==> src/design/s8d_pkg.sv <==
`timescale 1ns / 1ps
// Shared types, codes and constants for the stick to eight-way pad block.
package s8d_pkg;

   localparam int AXIS_FULL_SCALE = 32767;
   localparam int QUEUE_DEPTH     = 2;

   localparam int AXIS_W = 16;
   localparam int MAG_W  = 15;
   localparam int KEYS_W = 16;
   localparam int CFG_W  = 15;
   localparam int IDX_W  = 2;
   localparam int PROD_W = 2 * MAG_W;

   // register indexes
   localparam logic [IDX_W-1:0] CSR_MODE     = 2'd0;
   localparam logic [IDX_W-1:0] CSR_DEADZONE = 2'd1;
   localparam logic [IDX_W-1:0] CSR_WALK     = 2'd2;

   // mode codes
   localparam logic [1:0] MODE_PASS    = 2'd0;
   localparam logic [1:0] MODE_RUN     = 2'd1;
   localparam logic [1:0] MODE_WALKRUN = 2'd2;

   localparam logic [CFG_W-1:0] DZ_MIN   = 15'd1638;
   localparam logic [CFG_W-1:0] DZ_MAX   = 15'd16384;
   localparam logic [CFG_W-1:0] DZ_RESET = 15'd4915;
   localparam logic [CFG_W-1:0] WT_RESET = 15'd22937;

   // tan(22.5 deg) in Q0.16
   localparam logic [MAG_W-1:0] TAN_SECTOR_Q16 = 15'd27146;

   localparam logic [KEYS_W-1:0] DIR_MASK  = 16'h00F0;
   localparam logic [KEYS_W-1:0] KEY_RIGHT = 16'h0010;
   localparam logic [KEYS_W-1:0] KEY_LEFT  = 16'h0020;
   localparam logic [KEYS_W-1:0] KEY_UP    = 16'h0040;
   localparam logic [KEYS_W-1:0] KEY_DOWN  = 16'h0080;

   typedef struct packed {
      logic [MAG_W-1:0]  mag_x;
      logic [MAG_W-1:0]  mag_y;
      logic              x_pos;
      logic              y_pos;
      logic [KEYS_W-1:0] keys;
      logic              analog;
      logic              walk;
   } item_type;

   typedef struct packed {
      logic [KEYS_W-1:0] keys_out;
      logic              in_deadzone;
      logic              walk_skipped;
   } result_type;

endpackage

==> src/design/s8d_channels.sv <==
`timescale 1ns / 1ps
// Handshake channel interfaces: stick samples in, key words out, register writes.
interface s8d_req_if;
   logic                                  valid;
   logic                                  ready;
   logic signed [s8d_pkg::AXIS_W-1:0]     stick_x;
   logic signed [s8d_pkg::AXIS_W-1:0]     stick_y;
   logic        [s8d_pkg::KEYS_W-1:0]     keys_in;
   modport source (output valid, stick_x, stick_y, keys_in, input ready);
   modport sink   (input valid, stick_x, stick_y, keys_in, output ready);
endinterface

interface s8d_rsp_if;
   logic                           valid;
   logic                           ready;
   logic [s8d_pkg::KEYS_W-1:0]     keys_out;
   logic                           in_deadzone;
   logic                           walk_skipped;
   modport source (output valid, keys_out, in_deadzone, walk_skipped, input ready);
   modport sink   (input valid, keys_out, in_deadzone, walk_skipped, output ready);
endinterface

interface s8d_csr_if;
   logic                          valid;
   logic                          ready;
   logic [s8d_pkg::IDX_W-1:0]     index;
   logic [s8d_pkg::CFG_W-1:0]     data;
   modport source (output valid, index, data, input ready);
   modport sink   (input valid, index, data, output ready);
endinterface

==> src/design/s8d_front.sv <==
`timescale 1ns / 1ps
// Front classifier: clamp axes, split sign and magnitude, tag the mode.
module s8d_front #(
   parameter int AXIS_FULL_SCALE = s8d_pkg::AXIS_FULL_SCALE
) (
   input  logic signed [s8d_pkg::AXIS_W-1:0] stick_x,
   input  logic signed [s8d_pkg::AXIS_W-1:0] stick_y,
   input  logic        [s8d_pkg::KEYS_W-1:0] keys_in,
   input  logic        [1:0]                 mode,
   output s8d_pkg::item_type                 item
);

   localparam int EXT_W = s8d_pkg::AXIS_W + 1;
   localparam logic signed [EXT_W-1:0] POS_LIM = EXT_W'(AXIS_FULL_SCALE);
   localparam logic signed [EXT_W-1:0] NEG_LIM = -POS_LIM;

   logic signed [EXT_W-1:0] x_ext, y_ext, x_clip, y_clip, x_abs, y_abs;

   always_comb begin
      x_ext = {stick_x[s8d_pkg::AXIS_W-1], stick_x};
      y_ext = {stick_y[s8d_pkg::AXIS_W-1], stick_y};

      priority if (x_ext > POS_LIM) x_clip = POS_LIM;
      else if (x_ext < NEG_LIM)     x_clip = NEG_LIM;
      else                          x_clip = x_ext;

      priority if (y_ext > POS_LIM) y_clip = POS_LIM;
      else if (y_ext < NEG_LIM)     y_clip = NEG_LIM;
      else                          y_clip = y_ext;

      x_abs = x_clip[EXT_W-1] ? -x_clip : x_clip;
      y_abs = y_clip[EXT_W-1] ? -y_clip : y_clip;

      item.mag_x  = x_abs[s8d_pkg::MAG_W-1:0];
      item.mag_y  = y_abs[s8d_pkg::MAG_W-1:0];
      // strictly positive: sign clear and not zero
      item.x_pos  = !x_clip[EXT_W-1] && (x_clip != '0);
      item.y_pos  = !y_clip[EXT_W-1] && (y_clip != '0);
      item.keys   = keys_in;
      item.analog = (mode == s8d_pkg::MODE_RUN) || (mode == s8d_pkg::MODE_WALKRUN);
      item.walk   = (mode == s8d_pkg::MODE_WALKRUN);
   end

endmodule

==> src/design/s8d_queue.sv <==
`timescale 1ns / 1ps
// Small register queue between the front classifier and the back datapath.
module s8d_queue #(
   parameter int DEPTH = s8d_pkg::QUEUE_DEPTH
) (
   input  logic              clock,
   input  logic              reset,
   input  logic              push,
   input  s8d_pkg::item_type push_item,
   output logic              full,
   input  logic              pop,
   output logic              not_empty,
   output s8d_pkg::item_type pop_item
);

   localparam int PTR_W = $clog2(DEPTH);
   localparam int CNT_W = $clog2(DEPTH + 1);
   localparam logic [PTR_W-1:0] LAST = PTR_W'(DEPTH - 1);

   s8d_pkg::item_type slot_ff [DEPTH];
   logic [PTR_W-1:0] wr_ptr_ff, wr_ptr_in, rd_ptr_ff, rd_ptr_in;
   logic [CNT_W-1:0] count_ff, count_in;

   assign full      = (count_ff == CNT_W'(DEPTH));
   assign not_empty = (count_ff != '0);
   assign pop_item  = slot_ff[rd_ptr_ff];

   always_comb begin
      wr_ptr_in = wr_ptr_ff;
      rd_ptr_in = rd_ptr_ff;
      count_in  = count_ff;
      if (push) begin
         wr_ptr_in = (wr_ptr_ff == LAST) ? '0 : wr_ptr_ff + 1'b1;
      end
      if (pop) begin
         rd_ptr_in = (rd_ptr_ff == LAST) ? '0 : rd_ptr_ff + 1'b1;
      end
      if (push && !pop) begin
         count_in = count_ff + 1'b1;
      end else if (pop && !push) begin
         count_in = count_ff - 1'b1;
      end
   end

   always_ff @(posedge clock) begin
      if (reset) begin
         wr_ptr_ff <= '0;
         rd_ptr_ff <= '0;
         count_ff  <= '0;
      end else begin
         wr_ptr_ff <= wr_ptr_in;
         rd_ptr_ff <= rd_ptr_in;
         count_ff  <= count_in;
      end
   end

   always_ff @(posedge clock) begin
      if (push) begin
         slot_ff[wr_ptr_ff] <= push_item;
      end
   end

endmodule

==> src/design/s8d_back.sv <==
`timescale 1ns / 1ps
// Back datapath: square and tangent products, then deadzone, walk and sector decision.
module s8d_back (
   input  logic                       clock,
   input  logic                       reset,
   input  logic                       q_valid,
   input  s8d_pkg::item_type          q_item,
   output logic                       q_pop,
   input  logic [s8d_pkg::CFG_W-1:0]  deadzone,
   input  logic [s8d_pkg::CFG_W-1:0]  walk_thresh,
   input  logic                       out_ready,
   output logic                       out_valid,
   output s8d_pkg::result_type        out_result
);

   localparam int PW = s8d_pkg::PROD_W;

   logic s1_v_ff, out_v_ff, parity_ff, parity_in;
   logic s1_en, out_en;
   s8d_pkg::item_type   s1_item_ff;
   s8d_pkg::result_type out_ff, out_in;
   logic [PW-1:0] ax2_ff, ay2_ff, tx_ff, ty_ff, dz2_ff, wt2_ff;
   logic [PW:0]   mag2;
   logic [s8d_pkg::KEYS_W-1:0] press;
   logic dz_hit, wt_hit, horiz, vert, par_next;

   assign out_en     = !out_v_ff || out_ready;
   assign s1_en      = !s1_v_ff || out_en;
   assign q_pop      = q_valid && s1_en;
   assign out_valid  = out_v_ff;
   assign out_result = out_ff;

   always_comb begin
      mag2     = {1'b0, ax2_ff} + {1'b0, ay2_ff};
      dz_hit   = mag2 < {1'b0, dz2_ff};
      wt_hit   = mag2 < {1'b0, wt2_ff};
      horiz    = {s1_item_ff.mag_y, 16'b0} < {1'b0, tx_ff};
      vert     = {s1_item_ff.mag_x, 16'b0} < {1'b0, ty_ff};
      par_next = ~parity_ff;
      press    = '0;
      if (!vert) begin
         press = press | (s1_item_ff.x_pos ? s8d_pkg::KEY_RIGHT : s8d_pkg::KEY_LEFT);
      end
      if (!horiz) begin
         press = press | (s1_item_ff.y_pos ? s8d_pkg::KEY_DOWN : s8d_pkg::KEY_UP);
      end

      parity_in           = parity_ff;
      out_in.keys_out     = s1_item_ff.keys;
      out_in.in_deadzone  = 1'b0;
      out_in.walk_skipped = 1'b0;
      priority if (!s1_item_ff.analog) begin
         // pass-through: hold parity
      end else if (dz_hit) begin
         out_in.in_deadzone = 1'b1;
      end else begin
         parity_in = par_next;
         if (s1_item_ff.walk && wt_hit && par_next) begin
            out_in.walk_skipped = 1'b1;
         end else begin
            out_in.keys_out = (s1_item_ff.keys | s8d_pkg::DIR_MASK) & ~press;
         end
      end
   end

   always_ff @(posedge clock) begin
      if (reset) begin
         s1_v_ff   <= 1'b0;
         out_v_ff  <= 1'b0;
         parity_ff <= 1'b0;
      end else begin
         if (s1_en) begin
            s1_v_ff <= q_valid;
         end
         if (out_en) begin
            out_v_ff <= s1_v_ff;
         end
         if (s1_v_ff && out_en) begin
            parity_ff <= parity_in;
         end
      end
   end

   always_ff @(posedge clock) begin
      dz2_ff <= PW'(deadzone) * PW'(deadzone);
      wt2_ff <= PW'(walk_thresh) * PW'(walk_thresh);
      if (q_pop) begin
         s1_item_ff <= q_item;
         ax2_ff     <= PW'(q_item.mag_x) * PW'(q_item.mag_x);
         ay2_ff     <= PW'(q_item.mag_y) * PW'(q_item.mag_y);
         tx_ff      <= PW'(s8d_pkg::TAN_SECTOR_Q16) * PW'(q_item.mag_x);
         ty_ff      <= PW'(s8d_pkg::TAN_SECTOR_Q16) * PW'(q_item.mag_y);
      end
      if (s1_v_ff && out_en) begin
         out_ff <= out_in;
      end
   end

endmodule

==> src/design/stick_to_eight_way_dpad.sv <==
`timescale 1ns / 1ps
// Top level: analog stick sample to eight-way active-low direction keys.
//
// Each stick item (signed X, Y and an active-low key word) is clamped to
// +-AXIS_FULL_SCALE, classified and queued by the front, then the back squares
// both axes, compares the squared radius with the squared deadzone and walk
// radius, and picks one of eight 45-degree sectors with fixed-point tan(22.5)
// compares; Y positive means down. The block takes one item per cycle while
// the queue has room; each result passes through the queue and the
// multiplier stage, after which it sits in the output register. The walk
// parity bit flips in the output stage, so items are decided strictly in
// order. The queue (QUEUE_DEPTH entries) plus the two back stages absorb
// output stalls; req.ready drops only when the queue fills.
// Register writes are accepted on every cycle (csr.ready is tied high) and
// must land only while no item is in flight. A deadzone write saturates to
// 1638..16384; index 3 is ignored.
module stick_to_eight_way_dpad #(
   parameter int AXIS_FULL_SCALE = s8d_pkg::AXIS_FULL_SCALE,
   parameter int QUEUE_DEPTH     = s8d_pkg::QUEUE_DEPTH
) (
   input  logic       clock,
   input  logic       reset,
   s8d_req_if.sink    req,
   s8d_rsp_if.source  rsp,
   s8d_csr_if.sink    csr
);

   // configuration registers
   logic [1:0]                mode_ff, mode_in;
   logic [s8d_pkg::CFG_W-1:0] dz_ff, dz_in;
   logic [s8d_pkg::CFG_W-1:0] wt_ff, wt_in;

   s8d_pkg::item_type   front_item, queue_item;
   s8d_pkg::result_type result;
   logic q_full, q_not_empty, q_pop, push;

   assign csr.ready = 1'b1;

   // Decode a register write; saturate the deadzone, drop unknown indexes.
   always_comb begin
      mode_in = mode_ff;
      dz_in   = dz_ff;
      wt_in   = wt_ff;
      if (csr.valid) begin
         unique case (csr.index)
            s8d_pkg::CSR_MODE: begin
               mode_in = csr.data[1:0];
            end
            s8d_pkg::CSR_DEADZONE: begin
               priority if (csr.data < s8d_pkg::DZ_MIN) dz_in = s8d_pkg::DZ_MIN;
               else if (csr.data > s8d_pkg::DZ_MAX)     dz_in = s8d_pkg::DZ_MAX;
               else                                     dz_in = csr.data;
            end
            s8d_pkg::CSR_WALK: begin
               wt_in = csr.data;
            end
            default: begin
               // no register here: drop the write
            end
         endcase
      end
   end

   always_ff @(posedge clock) begin
      if (reset) begin
         mode_ff <= s8d_pkg::MODE_PASS;
         dz_ff   <= s8d_pkg::DZ_RESET;
         wt_ff   <= s8d_pkg::WT_RESET;
      end else begin
         mode_ff <= mode_in;
         dz_ff   <= dz_in;
         wt_ff   <= wt_in;
      end
   end

   // Front: clamp and classify the item as it arrives.
   s8d_front #(
      .AXIS_FULL_SCALE (AXIS_FULL_SCALE)
   ) u_front (
      .stick_x (req.stick_x),
      .stick_y (req.stick_y),
      .keys_in (req.keys_in),
      .mode    (mode_ff),
      .item    (front_item)
   );

   // Accept whenever the queue has room.
   assign req.ready = !q_full;
   assign push      = req.valid && !q_full;

   s8d_queue #(
      .DEPTH (QUEUE_DEPTH)
   ) u_queue (
      .clock     (clock),
      .reset     (reset),
      .push      (push),
      .push_item (front_item),
      .full      (q_full),
      .pop       (q_pop),
      .not_empty (q_not_empty),
      .pop_item  (queue_item)
   );

   // Back: products, then the deadzone / walk / sector decision into the
   // output register.
   s8d_back u_back (
      .clock       (clock),
      .reset       (reset),
      .q_valid     (q_not_empty),
      .q_item      (queue_item),
      .q_pop       (q_pop),
      .deadzone    (dz_ff),
      .walk_thresh (wt_ff),
      .out_ready   (rsp.ready),
      .out_valid   (rsp.valid),
      .out_result  (result)
   );

   assign rsp.keys_out     = result.keys_out;
   assign rsp.in_deadzone  = result.in_deadzone;
   assign rsp.walk_skipped = result.walk_skipped;

endmodule

==> src/flat_wrapper.sv <==
// flat-port wrapper written by rule: the top's interface ports become plain ports
module stick_to_eight_way_dpad_flat 
#(
   parameter int AXIS_FULL_SCALE = s8d_pkg::AXIS_FULL_SCALE,
   parameter int QUEUE_DEPTH     = s8d_pkg::QUEUE_DEPTH
)
  (clock, reset, req_valid, req_stick_x, req_stick_y, req_keys_in, req_ready, rsp_valid, rsp_keys_out, rsp_in_deadzone, rsp_walk_skipped, rsp_ready, csr_valid, csr_index, csr_data, csr_ready);
  s8d_req_if req_i ();
  s8d_rsp_if rsp_i ();
  s8d_csr_if csr_i ();
  input  logic clock;
  input  logic reset;
  input wire logic [$bits(req_i.valid)-1:0] req_valid;
  input wire logic [$bits(req_i.stick_x)-1:0] req_stick_x;
  input wire logic [$bits(req_i.stick_y)-1:0] req_stick_y;
  input wire logic [$bits(req_i.keys_in)-1:0] req_keys_in;
  output wire logic [$bits(req_i.ready)-1:0] req_ready;
  output wire logic [$bits(rsp_i.valid)-1:0] rsp_valid;
  output wire logic [$bits(rsp_i.keys_out)-1:0] rsp_keys_out;
  output wire logic [$bits(rsp_i.in_deadzone)-1:0] rsp_in_deadzone;
  output wire logic [$bits(rsp_i.walk_skipped)-1:0] rsp_walk_skipped;
  input wire logic [$bits(rsp_i.ready)-1:0] rsp_ready;
  input wire logic [$bits(csr_i.valid)-1:0] csr_valid;
  input wire logic [$bits(csr_i.index)-1:0] csr_index;
  input wire logic [$bits(csr_i.data)-1:0] csr_data;
  output wire logic [$bits(csr_i.ready)-1:0] csr_ready;
  assign req_i.valid = req_valid;
  assign req_i.stick_x = req_stick_x;
  assign req_i.stick_y = req_stick_y;
  assign req_i.keys_in = req_keys_in;
  assign req_ready = req_i.ready;
  assign rsp_valid = rsp_i.valid;
  assign rsp_keys_out = rsp_i.keys_out;
  assign rsp_in_deadzone = rsp_i.in_deadzone;
  assign rsp_walk_skipped = rsp_i.walk_skipped;
  assign rsp_i.ready = rsp_ready;
  assign csr_i.valid = csr_valid;
  assign csr_i.index = csr_index;
  assign csr_i.data = csr_data;
  assign csr_ready = csr_i.ready;
  stick_to_eight_way_dpad #(.AXIS_FULL_SCALE(AXIS_FULL_SCALE), .QUEUE_DEPTH(QUEUE_DEPTH)) u_core (.clock(clock), .reset(reset), .req(req_i), .rsp(rsp_i), .csr(csr_i));
endmodule
==> config.mk <==
export PLATFORM = sky130hd
export DESIGN_NAME = stick_to_eight_way_dpad_flat
export DESIGN_NICKNAME = d
export VERILOG_FILES = /design/src/design/s8d_pkg.sv /design/src/design/s8d_channels.sv /design/src/design/s8d_front.sv /design/src/design/s8d_queue.sv /design/src/design/s8d_back.sv /design/src/design/stick_to_eight_way_dpad.sv /design/src/flat_wrapper.sv
export SDC_FILE = /design/constraint.sdc
export NUM_CORES = 2
export LEC_CHECK = 0
export BUFFER_PORTS_ARGS = -buffer_cell sky130_fd_sc_hd__buf_4
export CORE_ASPECT_RATIO = 2
export CORE_MARGIN = 10
export CORE_UTILIZATION = 45
export DETAILED_ROUTE_END_ITERATION = 10
export GPL_ROUTABILITY_DRIVEN = 0
export GPL_TIMING_DRIVEN = 0
export PLACE_DENSITY = 0.68
export SYNTH_ARGS = -nofsm -noshare
export SYNTH_HDL_FRONTEND = slang
export SYNTH_HIERARCHICAL = 1
export SYNTH_SLANG_ARGS = --single-unit
export TNS_END_PERCENT = 50
==> constraint.sdc <==
create_clock -name clock -period 37.6 [get_ports clock]
set_input_delay 1.88 -clock clock [delete_from_list [all_inputs] [get_ports clock]]
set_output_delay 1.88 -clock clock [all_outputs]
set_load 0.01 [all_outputs]
==> impl_results.md <==
* Register bit total from synthesis at approximately 380
* # fillers at ~9,600
* CP Buf/Inv Count at 8
* Finished Cell Area at approximately 0.051 mm2
* FF-to-FF setup slack at a little under 30,000 ps
* Post-synthesis simple-gate area fraction at a little under a tenth
* WL/cell at 18.58 um
* Startpoint types: register
* Ys async rst share at 0%
* Most common cell after layout, fill and taps aside: inv_1
* Horiz. Die Dim at approximately 250 um
* Placed Cells at between 6,000 and 7,000
* Iter 0 DRT Violations at between 1,000 and 1,500
* HPWL after detailed placement at 99.47 mm
* Initial Util at 45.35%
* Register Area at roughly 0.010 mm2
* PnR worst setup slack at just under 30,000 ps
* Antenna viol nets, final at 0
* Std cell rows at roughly 170
* Multi-input logic area at around 0.033 mm2
* Vias in the first global route at about 36,000
* Post-synthesis xor/xnor area fraction at 3.903%
* Critical Path Fanout Max at 10
* Via/cell ratio at 5.269
* Root buffer cell: clkbuf_16
* Crit-path most repeated cell: fa_1
* Final Max Slew Viols at 0
* Hold path start: u_core/u_back/s1_item_ff[14]
* Yosys warns at 6
* Hold EP: u_core/u_back/out_result[14]
* Reg2reg end: u_core/u_back/ax2_ff[26]
* Critical Path End Type: register
* Multiplexer share of the synthesized area at under 10%
* Adder-Cell Fraction of Synth Area at between 40 and 50%
* Final wirelength at around 120 mm
* # IOs at between 90 and 100
* Worst-margin pin slew at 981.4 ps
* Nets at 6,283
* Commonest non-fill, non-tap cells in the layout: inv_1 (1,128), ha_1 (728), fa_1 (609), nand2_1 (313), edfxtp_1 (278)
* RSZ-0062 raised after global routing: false
* Mapped cell area at ~0.048 mm2
* Post-synth top flop: edfxtp_1
* Total grt overflow at 0
* EDFF count, synth at around 280
* Reg clk slew, reported paths at 70 ps
* Non-filler instance count after layout at ~6,300
* Initial antenna violation count at 1
* Status: finished clean
* Endpoints failing setup at 0
* Vias at 33,013
* Synthesis-to-layout area growth at 8.064%
* Syn Inst Count at 4,754
* Post-synthesis sequential area ratio at 21.67%
* Setup WS pre-CTS at between 20,000 and 30,000 ps
* CP max stage delay at about 650 ps
* Netlist cell types at 100
* Drt drc at 0
* CTS buffer count at 39
* DIE AREA at ~0.12 mm2
* CP required at between 30,000 and 40,000 ps
* H-tree levels at 2
* Resize count post-CTS at 0
* Tcrit/Tclk final at approximately 22%
* Slowest cell on crit path: xnor2_1
* Post-CTS setup buffer count at 0
* Post-CTS Hold Fix Bufs at 0
* IO buf count at 73
* First-pass GRT wire length at 186.9 mm
* Placement-stage cell area at 0.05002 mm2
* Final TNS setup at 0 ps
* Die Y at between 400 and 500 um
* Largest family of logic cells by synthesized area: adder cells
* Ant diodes at 0
* CTS tree: done
* Hold violation count in the final report at 0
* Final min period at 8393 ps
* Clk_lat worst skew at about 600 ps
* Clock Skew at roughly 28 ps
* CTS sink count at 376
* Hold Path Class: register to register
* Fmax at between 100 and 150 MHz
* CP arrival at slightly below 9000 ps
* Layout cells sized above 1 at 5.870%
* Post-synth net total at 6,161
* Slew HR at 34.10%
* Max cap viols at 0
* Largest net degree at the start of global routing at 33
* GRT Resource Usage Total at 19.58%
* Compound-cell area share of the yosys netlist at 8.537%
* Syn avg cell area at 10.01 um2
* Core Region at ~0.10 mm2
* DRT Pass-1 Iters at 6
* FF-to-FF path depth at 25
* Hold depth at 0
* Setup CP Type: register to register
* Worst-case clock buffer depth at 3
* Cell family with most CP delay: adder cells
cell families (layout without fill, tap and decap cells):
family | Yosys count | in the layout
AO/OA/AOI/OAI | 600 | 600
XOR/XNOR | 212 | 212
adder cells (fa/ha/maj) | 1337 | 1337
buffers and inverters | 1228 | 1380
flip-flops | 376 | 376
multiplexers | 70 | 70
other | 1 | 1
AND/OR/NAND/NOR | 930 | 930
registers in the layout (all words and copies together) (netlist names), named ones only:
name / flops
u_core/u_back/ax2_ff: 28
u_core/u_queue/rd_ptr_ff: 1
u_core/u_queue/count_ff: 2
u_core/u_back/dz2_ff: 29
u_core/u_queue/slot_ff: 100
u_core/u_back/ty_ff: 27
u_core/u_back/parity_ff: 1
u_core/dz_ff: 15
u_core/u_back/out_result: 18
u_core/u_back/wt2_ff: 29
u_core/wt_ff: 15
u_core/u_back/s1_item_ff: 50
u_core/u_back/ay2_ff: 28
u_core/u_back/tx_ff: 27
u_core/u_queue/wr_ptr_ff: 1
u_core/u_back/s1_v_ff: 1
u_core/u_back/out_valid: 1
u_core/mode_ff: 2
synthesized netlist by cell type (13+ instances only):
cell type  count  area share, %
nor4_1        23           0.30
buf_4         22           0.35
nand2_1      313            2.5
mux2_2        52            1.2
or2_2         13           0.17
a211oi_1      22           0.35
o21ai_1       15           0.16
a21o_1        74            1.2
edfxtp_1     278             18
nand3_1       51           0.54
nor2_1       206            1.6
xnor2_1      148            2.7
nand2b_1      18           0.24
a31oi_1       31           0.41
fa_1         609             26
o31ai_1       16           0.25
nand4_1       21           0.28
nor3_1        42           0.44
ha_1         728             19
o21ai_0       79           0.83
dfxtp_1       98            4.1
nor2b_1       41           0.54
o21bai_1      32           0.50
inv_1       1128            8.9
o211ai_1      18           0.28
o21a_1        23           0.36
and3_1        25           0.33
xor2_1        64            1.2
and2_1       126            1.7
a21oi_1      176            1.9
clkbuf_1      73           0.58
cell type report:
cell class                      count  area share [%]
Buffer                            100          0.9151
Tap cell                         1360           3.310
Clock inverter                     28          0.7204
Sequential cell                   376           20.05
Multi-Input combinational cell   3150           63.39
Clock buffer                       43           1.986
Inverter                         1128           8.236
Timing Repair Buffer               81           1.392
through the flow:
| stage | hold slack, ps | utilization [%] |
|---|---|---|
| after floorplan | 393.4 | - |
| after global placement | 405.9 | 47.50 |
| after detailed placement | 407.3 | 47.69 |
| after CTS | 414.3 | 49.01 |
| after global routing | 422.9 | 49.01 |
| final | 412.0 | 49.01 |
metal layers:
layer | global-route usage (%) | vias up | part of all wire [%]
li1 | - | 15603 | -
met1 | 17.95 | 16285 | 33
met5 | 0 | - | 0
met4 | 13.43 | 0 | 7.7
met2 | 39.14 | 764 | 56
met3 | 2.097 | 361 | 3.0
worst max path at each step:
stage / depth (start not counted) / start / end / slack (ps)
6_report: 25 / register / u_core/u_back/ax2_ff[26] / 29210
5_1_grt: 25 / register / u_core/u_back/ax2_ff[28] / 28860
4_1_cts: 25 / register / u_core/u_back/ax2_ff[26] / 29080
3_5_place_dp: 25 / register / u_core/u_back/ax2_ff[26] / 29110
3_3_place_gp: 7 / rsp_ready / u_core/u_queue/count_ff[1] / 17420
2_1_floorplan: 6 / rsp_ready / u_core/u_queue/count_ff[1] / 22340
Power is not shown: default switching activity piles up to over one toggle a cycle in this logic, so the estimate is an artifact.
